[config.mk]
export PLATFORM = sky130hd
export DESIGN_NAME = lfu_cache_replacement_core
export DESIGN_NICKNAME = d
export VERILOG_FILES = /design/src/rtl/lfu_pkg.sv /design/src/rtl/lfu_ctrl.sv /design/src/rtl/lfu_dp.sv /design/src/rtl/lfu_cache_replacement_core.sv
export SDC_FILE = /design/constraint.sdc
export NUM_CORES = 2
export LEC_CHECK = 0
export BUFFER_PORTS_ARGS = -buffer_cell sky130_fd_sc_hd__buf_2
export CAP_MARGIN = 40
export CELL_PAD_IN_SITES_DETAIL_PLACEMENT = 1
export CELL_PAD_IN_SITES_GLOBAL_PLACEMENT = 2
export CORE_AREA = 5 5 402 484
export CTS_CLUSTER_DIAMETER = 60
export CTS_CLUSTER_SIZE = 10
export DETAILED_ROUTE_END_ITERATION = 7
export DIE_AREA = 0 0 407 489
export MAX_ROUTING_LAYER = met4
export PLACE_DENSITY = 0.75
export SLEW_MARGIN = 15
export SYNTH_ARGS = -nofsm -noshare
export SYNTH_HDL_FRONTEND = slang
export SYNTH_SLANG_ARGS = --single-unit
[constraint.sdc]
create_clock -name clk -period 25.6 [get_ports clk]
set_input_delay 2.56 -clock clk [delete_from_list [all_inputs] [get_ports clk]]
set_output_delay 2.56 -clock clk [all_outputs]
set_load 0.03 [all_outputs]
[src/rtl/lfu_pkg.sv]
// Package: shared types, constants and codes for the LFU cache core.
package lfu_pkg;
  localparam int MAX_ENTRIES_DEF = 16;
  localparam int KEY_W   = 32;
  localparam int DATA_W  = 32;
  localparam int COUNT_W = 16;
  localparam int STAMP_W = 32;
  localparam int CAP_W   = 5;
  localparam logic [CAP_W-1:0] CAP_RESET = CAP_W'(16);
  localparam logic [COUNT_W-1:0] COUNT_MAX = '1;

  localparam logic KIND_GET = 1'b0;
  localparam logic KIND_PUT = 1'b1;

  typedef struct packed {
    logic              kind;
    logic [KEY_W-1:0]  key;
    logic signed [DATA_W-1:0] value;
  } lfu_req_t;

  typedef struct packed {
    logic              hit;
    logic signed [DATA_W-1:0] read_value;
    logic              evicted;
    logic [KEY_W-1:0]  evicted_key;
  } lfu_rsp_t;

  // Controller -> datapath commands.
  typedef struct packed {
    logic load_req;     // capture request, reset scan index
    logic scan_key;     // compare one entry against the key
    logic scan_vic;     // compare one entry for victim
    logic step;         // advance scan index
    logic do_hit;       // apply hit update to found entry
    logic do_evict;     // invalidate victim
    logic do_insert;    // write new entry at free slot
    logic load_rsp;     // latch response fields
  } lfu_cmd_t;

  // Datapath -> controller status.
  typedef struct packed {
    logic last;         // scan index at final entry
    logic found;        // key match seen
    logic full;         // occupancy >= effective capacity
    logic cap_zero;     // effective capacity is zero
    logic is_put;
    logic vic_ok;       // a victim was found
    logic free_ok;      // a free slot exists
  } lfu_sts_t;
endpackage

[src/rtl/lfu_ctrl.sv]
// Controller: sequences key search, victim search and entry updates.
module lfu_ctrl import lfu_pkg::*; (
  input  logic     clk,
  input  logic     rst,
  input  logic     in_valid,
  output logic     in_ready,
  output logic     out_valid,
  input  logic     out_ready,
  input  lfu_sts_t sts,
  output lfu_cmd_t cmd
);
  localparam logic [2:0] S_IDLE = 3'd0;
  localparam logic [2:0] S_KEY  = 3'd1;
  localparam logic [2:0] S_DEC  = 3'd2;
  localparam logic [2:0] S_VIC  = 3'd3;
  localparam logic [2:0] S_INS  = 3'd4;
  localparam logic [2:0] S_OUT  = 3'd5;

  logic [2:0] state, state_next;
  logic       out_valid_next;

  // The response register frees only when taken, so a new request enters
  // only while no response waits, and so it cannot overwrite one.
  assign in_ready = (state == S_IDLE) && !out_valid;

  always_comb begin
    state_next = state;
    out_valid_next = out_valid && !out_ready;
    cmd = '0;
    case (state)
      S_IDLE: begin
        if (in_valid && in_ready) begin
          cmd.load_req = 1'b1;
          state_next = S_KEY;
        end
      end
      S_KEY: begin
        cmd.scan_key = 1'b1;
        cmd.step = 1'b1;
        if (sts.last) state_next = S_DEC;
      end
      S_DEC: begin
        if (sts.is_put && sts.cap_zero) begin
          state_next = S_OUT;
        end else if (sts.found) begin
          cmd.do_hit = 1'b1;
          state_next = S_OUT;
        end else if (!sts.is_put) begin
          state_next = S_OUT;
        end else if (sts.full) begin
          state_next = S_VIC;
        end else begin
          state_next = S_INS;
        end
      end
      S_VIC: begin
        cmd.scan_vic = 1'b1;
        cmd.step = 1'b1;
        if (sts.last) state_next = S_INS;
      end
      S_INS: begin
        cmd.do_evict = sts.vic_ok;
        cmd.do_insert = 1'b1;
        state_next = S_OUT;
      end
      S_OUT: begin
        cmd.load_rsp = 1'b1;
        out_valid_next = 1'b1;
        state_next = S_IDLE;
      end
      default: state_next = S_IDLE;
    endcase
  end

  always_ff @(posedge clk) begin
    if (rst) begin
      state <= S_IDLE;
      out_valid <= 1'b0;
    end else begin
      state <= state_next;
      out_valid <= out_valid_next;
    end
  end
endmodule

[src/rtl/lfu_dp.sv]
// Datapath: entry store, scan index, comparators and response register.
module lfu_dp import lfu_pkg::*; #(
  parameter int MAX_ENTRIES = MAX_ENTRIES_DEF
) (
  input  logic             clk,
  input  logic             rst,
  input  logic             cfg_we,
  input  logic [CAP_W-1:0] cfg_data,
  input  lfu_req_t         req,
  input  lfu_cmd_t         cmd,
  output lfu_sts_t         sts,
  output lfu_rsp_t         rsp
);
  localparam int IDX_W = (MAX_ENTRIES > 1) ? $clog2(MAX_ENTRIES) : 1;
  localparam int OCC_W = $clog2(MAX_ENTRIES + 1);
  localparam int CMP_W = (OCC_W > CAP_W) ? OCC_W : CAP_W;

  logic [MAX_ENTRIES-1:0] entry_valid;
  logic [KEY_W-1:0]   entry_key   [MAX_ENTRIES];
  logic [DATA_W-1:0]  entry_data  [MAX_ENTRIES];
  logic [COUNT_W-1:0] use_count   [MAX_ENTRIES];
  logic [STAMP_W-1:0] count_stamp [MAX_ENTRIES];

  logic [STAMP_W-1:0] access_clock;
  logic [OCC_W-1:0]   occupancy;
  logic [CAP_W-1:0]   capacity;
  lfu_req_t           req_q;
  logic [IDX_W-1:0]   idx;
  logic               found;
  logic [IDX_W-1:0]   found_idx;
  logic               vic_ok;
  logic [IDX_W-1:0]   vic_idx;
  logic [COUNT_W-1:0] vic_cnt;
  logic [STAMP_W-1:0] vic_stamp;
  logic               free_ok;
  logic [IDX_W-1:0]   free_idx;
  logic [DATA_W-1:0]  hit_data;
  logic [KEY_W-1:0]   vic_key;
  logic [CMP_W-1:0]   cap_eff;
  logic [STAMP_W-1:0] stamp_diff;
  logic               better;
  logic [IDX_W-1:0]   ins_idx;

  always_comb begin
    if (CMP_W'(capacity) > CMP_W'(MAX_ENTRIES)) cap_eff = CMP_W'(MAX_ENTRIES);
    else cap_eff = CMP_W'(capacity);
  end

  assign stamp_diff = count_stamp[idx] - vic_stamp;
  assign better = !vic_ok || (use_count[idx] < vic_cnt) ||
                  ((use_count[idx] == vic_cnt) && stamp_diff[STAMP_W-1]);
  // Evicting frees the victim; the lowest free slot is then the lower of both.
  assign ins_idx = (vic_ok && (!free_ok || vic_idx < free_idx)) ? vic_idx : free_idx;

  assign sts.last     = (idx == IDX_W'(MAX_ENTRIES - 1));
  assign sts.found    = found;
  assign sts.full     = CMP_W'(occupancy) >= cap_eff;
  assign sts.cap_zero = (cap_eff == '0);
  assign sts.is_put   = (req_q.kind == KIND_PUT);
  assign sts.vic_ok   = vic_ok;
  assign sts.free_ok  = free_ok;

  always_ff @(posedge clk) begin
    if (rst) begin
      capacity <= CAP_RESET;
    end else if (cfg_we) begin
      capacity <= cfg_data;
    end
  end

  always_ff @(posedge clk) begin
    if (rst) begin
      entry_valid  <= '0;
      access_clock <= '0;
      occupancy    <= '0;
    end else begin
      if (cmd.do_hit) begin
        entry_valid[found_idx] <= 1'b1;
        access_clock <= access_clock + 1'b1;
      end
      if (cmd.do_insert && (vic_ok || free_ok)) begin
        // Drop the victim unless the new entry lands in its slot.
        if (cmd.do_evict && (vic_idx != ins_idx)) entry_valid[vic_idx] <= 1'b0;
        entry_valid[ins_idx] <= 1'b1;
        access_clock <= access_clock + 1'b1;
        if (!(cmd.do_evict)) occupancy <= occupancy + 1'b1;
      end
    end
  end

  always_ff @(posedge clk) begin
    if (cmd.load_req) begin
      req_q <= req;
      idx <= '0;
      found <= 1'b0;
      found_idx <= '0;
      vic_ok <= 1'b0;
      vic_idx <= '0;
      vic_cnt <= '0;
      vic_stamp <= '0;
      free_ok <= 1'b0;
      free_idx <= '0;
      hit_data <= '0;
      vic_key <= '0;
    end else if (cmd.step) begin
      idx <= sts.last ? '0 : idx + 1'b1;
    end
    if (cmd.scan_key) begin
      if (entry_valid[idx] && !found && entry_key[idx] == req_q.key) begin
        found <= 1'b1;
        found_idx <= idx;
        hit_data <= entry_data[idx];
      end
      if (!entry_valid[idx] && !free_ok) begin
        free_ok <= 1'b1;
        free_idx <= idx;
      end
    end
    if (cmd.scan_vic && entry_valid[idx] && better) begin
      vic_ok <= 1'b1;
      vic_idx <= idx;
      vic_cnt <= use_count[idx];
      vic_stamp <= count_stamp[idx];
      vic_key <= entry_key[idx];
    end
    if (cmd.do_hit) begin
      if (use_count[found_idx] != COUNT_MAX)
        use_count[found_idx] <= use_count[found_idx] + 1'b1;
      count_stamp[found_idx] <= access_clock;
      if (req_q.kind == KIND_PUT) entry_data[found_idx] <= req_q.value;
    end
    if (cmd.do_insert && (vic_ok || free_ok)) begin
      entry_key[ins_idx]   <= req_q.key;
      entry_data[ins_idx]  <= req_q.value;
      use_count[ins_idx]   <= COUNT_W'(1);
      count_stamp[ins_idx] <= access_clock;
    end
    if (cmd.load_rsp) begin
      rsp.hit <= found && !(sts.is_put && sts.cap_zero);
      rsp.read_value <= (found && !sts.is_put) ? hit_data : '0;
      rsp.evicted <= sts.is_put && !found && vic_ok && !sts.cap_zero;
      rsp.evicted_key <= (sts.is_put && !found && vic_ok && !sts.cap_zero) ? vic_key : '0;
    end
  end
endmodule

[src/rtl/lfu_cache_replacement_core.sv]
// Top level: LFU key-value cache with LRU tie-break, controller plus datapath.
// Each request first scans the entry store for the key, one entry per cycle,
// then decides and responds. A put of a new key into a store with room also
// writes the entry, and a put of a new key into a full store first runs a
// second one-entry-per-cycle scan that finds the victim with the lowest use
// count, oldest stamp on a tie, and then writes the entry. One request is in
// flight at a time; a new request is taken once the previous response has
// been accepted. Capacity is written through cfg_we/cfg_data by the user, who
// must write it only while the core is idle; the core has no check for this.
// Values above MAX_ENTRIES act as MAX_ENTRIES and zero makes every put a no-op.
module lfu_cache_replacement_core import lfu_pkg::*; #(
  parameter int MAX_ENTRIES = MAX_ENTRIES_DEF
) (
  input  logic             clk,
  input  logic             rst,
  input  logic             cfg_we,
  input  logic [CAP_W-1:0] cfg_data,
  input  logic             in_valid,
  output logic             in_ready,
  input  lfu_req_t         in_data,
  output logic             out_valid,
  input  logic             out_ready,
  output lfu_rsp_t         out_data
);
  lfu_cmd_t cmd;
  lfu_sts_t sts;

  lfu_ctrl u_ctrl (
    .clk(clk), .rst(rst), .in_valid(in_valid), .in_ready(in_ready),
    .out_valid(out_valid), .out_ready(out_ready), .sts(sts), .cmd(cmd)
  );

  lfu_dp #(.MAX_ENTRIES(MAX_ENTRIES)) u_dp (
    .clk(clk), .rst(rst), .cfg_we(cfg_we), .cfg_data(cfg_data),
    .req(in_data), .cmd(cmd), .sts(sts), .rsp(out_data)
  );

  // Never accept a request while a response is still pending.
  a_no_overlap: assert property (@(posedge clk) disable iff (rst)
    out_valid |-> !in_ready) else $error("request accepted over pending response");

  // An eviction is only ever reported alongside a miss.
  a_evict_miss: assert property (@(posedge clk) disable iff (rst)
    (out_valid && out_data.evicted) |-> !out_data.hit)
    else $error("eviction reported on a hit");

  // An evicting put never returns read data.
  a_zero_read: assert property (@(posedge clk) disable iff (rst)
    (out_valid && out_data.evicted) |-> (out_data.read_value == '0))
    else $error("read data on evicting put");
endmodule

# After elaboration in Yosys (flattened, before gate mapping)
# Memories as Yosys holds them, arrays and structs flattened. A register that Yosys moved wholly into a read port is not among the register bits.
# Index checks and enable logic that the tools add are counted.
# totals
register_bits	324
out_inout_bits	68
wordCells	193
n_memories	4
mem_bits_ro	0
latchBits	0
ram_bits	1792
in_bits	75
# classes
reduce_logical	44
eq_ne	13
mul	0
n_div	0
shift	0
bitwise_logic	5
muxes	87
add_sub_neg	5
magnitude_cmp	11
# memory_table
memory	depth	width	read_ports	rd_ports_with_merged_regs	wr	line_no	text
u_dp.count_stamp	16	32	1	1	1	lfu_dp.sv:22	logic [STAMP_W-1:0] count_stamp [MAX_ENTRIES];
u_dp.entry_data	16	32	1	1	1	lfu_dp.sv:20	logic [DATA_W-1:0] entry_data [MAX_ENTRIES];
u_dp.entry_key	16	32	1	1	1	lfu_dp.sv:19	logic [KEY_W-1:0] entry_key [MAX_ENTRIES];
u_dp.use_count	16	16	2	2	1	lfu_dp.sv:21	logic [COUNT_W-1:0] use_count [MAX_ENTRIES];
# op_table
operator	count
32-bit two-way mux	10
16-bit two-way mux	9
4-bit two-way mux	21
32-bit OR reduction	2
1-bit two-way mux	33
32-bit by 1-bit adder with 32-bit output, second input constant	1
32-bit == test	1
16-bit OR	2
32-bit subtractor	1
1-bit logical AND	21
3-bit two-way mux	7
4-bit by 5-bit less-than comparator with 1-bit output, second input constant	4
16-bit by 1-bit adder with 16-bit output, second input constant	1
16-bit bitwise AND	1
16-bit == test	1
16-bit less-than comparator	1
16-bit != test, second input constant	1
16-bit NOT	1
16-bit OR reduction	1
3-bit case mux with 5 select lines	1
1-bit demux with 4-bit select	3
4-bit by 1-bit greater-or-equal comparator with 1-bit output, second input constant	3
1-bit zero test	9
3-bit by 2-bit == test with 1-bit output, second input constant	2
22 further kinds	28

# Longest topological paths before layout
# logic_depth
word_depth	14
depth_mapped	23
ltp_nobuf	13

# Hierarchy
# A second synthesis with hierarchy kept.
# unflattened
hier_cells	4859
hier_area_um2	87212.4
# modules_own_cells
mod	instances	area_per_inst_um2	cells_per_inst	seq_area_each_um2
lfu_dp	1	86897.1	4822	59887.4
lfu_ctrl	1	315.3	37	80.1

# Worst setup path after synthesis
# OpenSTA, ideal clock, no wires.
# synth_path
path_type	register to register
start	reg with a tool-made name
end	reg u_dp.vic_cnt[0], enable pin
arrival_ns	7.033
period_less_slack_ns	8.067
setup_ns	1.034
n_path_buf	9
path_stages_with_launch	21
required_time_ns	24.566
slack_ns	17.533
path_cell_list	dfxtp_1 > buf_4 > buf_6 > buf_4 > buf_4 > buf_2 > buf_2 > buf_1 > mux4_2 > mux4_2 > ha_1 > a21o_1 > a21o_1 > a21o_1 > a211oi_1 > o21ai_0 > nor4_1 > or4b_1 > clkbuf_1 > clkbuf_1 > nand3_1
# synth_rtl
item	line_no	text
end signal: assignment	lfu_dp.sv:122	vic_cnt <= use_count[idx];
end: declaration	lfu_dp.sv:33	logic [COUNT_W-1:0] vic_cnt;

==> flow_metrics.env <==
export IMPL_holdBufCountCts=0
export IMPL_top_layer="met4"
export IMPL_grt_overflow_total=0
export IMPL_synth_cell_type_count=64
export IMPL_rsz0062_at_grt="no"
export IMPL_grt_pass1_vias=45000
export IMPL_hold_path_endpoint="u_dp.rsp[45]$_SDFFCE_PN0P_"
export IMPL_via_count=41700
export IMPL_timing_slew_headroom_pct=36.8
export IMPL_yosys_warnings=0
export IMPL_endpoint_kind="flip-flop"
export IMPL_required_ns=26.11
export IMPL_ys_ff_latch=2120
export IMPL_cts_resized_gates=0
export IMPL_period_minus_slack_ns=6.72
export IMPL_fin_nets=4508
export IMPL_route_met3_wl_mm=11.7
export IMPL_fin_tns_setup_ns=0
export IMPL_tightest_slew_ns=0.948
export IMPL_seq_area_frac_synth_pct=73.9
export IMPL_synth_flop_cell="edfxtp_1"
export IMPL_cp_data_arrival_time_ns=7.23
export IMPL_postCtsSetupRepairBufs=0
export IMPL_syn_to_final_growth_pct=13.6
export IMPL_clock_fmax_ghz=0.149
export IMPL_die_h_microns=489
export IMPL_cts_root_buf="clkbuf_16"
export IMPL_synth_top_cell_area_share_pct=71.2
export IMPL_cp_start_kind="flip-flop"
export IMPL_synthArstFlopShare_pct=0
export IMPL_hold_slack_ns=0.531
export IMPL_die_area_sq_um=199000
export IMPL_worst_setup_path_type="flip-flop to flip-flop"
export IMPL_cts_tree="yes"
export IMPL_r2r_end="u_dp.vic_key[14]$_SDFFCE_PN0P_"
export IMPL_clk_pin_slew_ns=0.06
export IMPL_synth_edf_count=2007
export IMPL_worst_hold_startpoint="u_dp.hit_data[12]$_DFF_P_"
export IMPL_path_max_fanout=54
export IMPL_gp_congestion=0.759
export IMPL_wl_met1_mm=86.6
export IMPL_h_tree_depth=4
export IMPL_synth_area_leaders="edfxtp_1 71%, mux4_2 16%, dfxtp_1 2.7%"
export IMPL_die_w_microns=407
export IMPL_leakage_nw=30.5
export IMPL_setup_viol=0
export IMPL_power_per_cell_area_nw_per_um2=76.6
export IMPL_cts_made_buffers=234
export IMPL_layout_drive_gt1_share_pct=28.5
export IMPL_max_cap_violations=0
export IMPL_r2r_cells=14
export IMPL_antenna_found_initial=9
export IMPL_rrSetupSlack_ns=18.88
export IMPL_grt_start_max_net_pins=107
export IMPL_wl_mm=211
export IMPL_start_util_pct=44.8
export IMPL_drt_initial_drc_count=3917
export IMPL_outcome="finished, final reports clean"
export IMPL_avgRoutedWirePerCell_microns=30.1
export IMPL_avgSynthCellArea_sq_um=20.7
export IMPL_synth_nets=4213
export IMPL_clock_sinks=2120
export IMPL_synth_common_cells="2,007 x edfxtp_1, 606 x mux4_2, 120 x clkbuf_1, 113 x dfxtp_1, 101 x nor2_1"
export IMPL_min_period_over_period_pct=26.3
export IMPL_clk_latency_ns=0.90
export IMPL_std_cell_rows=175
export IMPL_met2_length_mm=108
export IMPL_core_area_sq_um=189000
export IMPL_maxSlewViolCount=0
export IMPL_whs_path_depth=1
export IMPL_synth_most_common_cell="edfxtp_1"
export IMPL_hold_viol=0
export IMPL_num_io_pins=143
export IMPL_viasPerCell=5.95
export IMPL_postSynthCellCount=4080
export IMPL_firstDrtPassIters=5
export IMPL_clockBufferDepth=3
export IMPL_fin_util_pct=50.9
export IMPL_synth_largest_area_cell="edfxtp_1"
export IMPL_netlist_area_sq_um=84600
export IMPL_fillers=16700
export IMPL_hpwl_mm=115
export IMPL_fin_skew_ns=0.107
export IMPL_track_usage_pct=22.1
export IMPL_antenna_left=0
export IMPL_grt_pass1_wl_mm=310
export IMPL_ir_drop_uv=70.1
export IMPL_drcViolationCount=0
export IMPL_worstHoldPathType="flip-flop to flip-flop"
export IMPL_port_buffers=142
worst max-delay path, cell delays in order, from the launching register on:
cell	delay, ns
dfxtp_4	0.73
buf_4	0.71
buf_4	0.81
mux4_2	0.43
mux4_2	0.55
ha_1	0.33
nand4_1	0.13
nor3_1	0.29
o21ai_0	0.16
a41oi_1	0.32
nor4_1	0.11
or4b_4	0.69
nand3_4	0.45
buf_4	0.29
buf_16	0.24
through the flow:
step	area [sq um]	power, mW	setup slack (ns)	instances
2_1_floorplan	84600	4.25	17.53	4080
4_1_cts	96000	7.43	18.69	7001
5_1_grt	96100	7.63	18.46	7012
6_report	96100	7.36	18.88	7013
3_3_place_gp	88700	4.38	17.89	6582
3_5_place_dp	89200	4.40	18.69	6608
state kept, by name, indices dropped and copies added (netlist names), 5 cells and up, named ones only:
register           count
u_dp.vic_cnt          16
u_dp.hit_data         32
u_dp.access_clock     32
u_dp.rsp              66
u_dp.use_count       256
u_dp.entry_data      512
u_dp.capacity          5
u_dp.entry_valid      16
u_dp.req_q            64
u_dp.count_stamp     512
u_dp.entry_key       512
u_dp.occupancy         5
u_dp.vic_stamp        32
u_dp.vic_key          32
how the worst max path moves through the flow:
stage                     slack, ns  cells after the start                              to
after CTS                     18.69                     12  u_dp.vic_key[14]$_SDFFCE_PN0P_
after global routing          18.46                     16  u_dp.vic_key[14]$_SDFFCE_PN0P_
final                         18.88                     14  u_dp.vic_key[14]$_SDFFCE_PN0P_
after floorplan               17.53                     20   u_dp.vic_cnt[0]$_SDFFCE_PN0P_
after global placement        17.89                     14  u_dp.vic_key[30]$_SDFFCE_PN0P_
after detailed placement      18.69                     15  u_dp.vic_key[30]$_SDFFCE_PN0P_
area by class of cell:
class	instances	area, sq um	share of cell area [%]
multi-input combinational	1633	21100	21.9
inverter	96	370	0.385
timing repair buffer	290	2170	2.26
clock buffer	368	6360	6.61
clock inverter	25	489	0.509
tap	2478	3100	3.23
antenna	3	7.51	0.00781
sequential	2120	62500	65.1
power by group:
group	leakage, nW	internal [mW]	switching, mW
Sequential	19.3	3.80	0.0445
Combinational	7.96	0.244	0.234
Clock	3.24	1.71	1.33
Total	30.5	5.75	1.61
cells in the final DEF, fill, tap and decap left out, types with 11 or more instances in the layout:
master | netlist | layout
and3_1 | 37 | 36
buf_16 | 0 | 12
xnor2_1 | 30 | 30
inv_1 | 95 | 78
buf_4 | 12 | 123
nand2_1 | 82 | 81
clkbuf_1 | 120 | 134
nor4_2 | 0 | 16
mux2i_1 | 75 | 75
inv_2 | 0 | 16
and2_1 | 67 | 67
nor2_1 | 101 | 93
nor3_1 | 37 | 11
o22ai_1 | 15 | 13
clkbuf_16 | 0 | 234
clkinv_16 | 0 | 12
nor3_2 | 0 | 26
nand3_1 | 38 | 37
or3_1 | 24 | 24
nand4_1 | 36 | 36
a21oi_1 | 91 | 91
a21o_1 | 23 | 23
xor2_1 | 45 | 45
o21ai_0 | 35 | 33
a21boi_0 | 65 | 64
edfxtp_1 | 2007 | 2007
ha_1 | 58 | 58
buf_2 | 50 | 143
mux2_2 | 43 | 43
mux4_2 | 606 | 606
dfxtp_1 | 113 | 107
cells by family after synthesis:
| family | count (synthesis) | share of synthesized area, % |
|---|---|---|
| AND/OR/NAND/NOR | 476 | 2.91 |
| buffers and inverters | 327 | 1.62 |
| multiplexers | 731 | 17.7 |
| AO/OA/AOI/OAI | 293 | 2.26 |
| flip-flops | 2120 | 73.9 |
| adder cells (fa/ha/maj) | 58 | 0.858 |
| XOR/XNOR | 75 | 0.776 |
per-layer routing:
metal	track usage [%]	up-vias
met5	-	-
met4	6.21	0
met3	3.26	350
met2	36.5	1409
met1	28.9	22500
li1	-	17500
No activity file was read; power rests on OpenSTA's default activity.
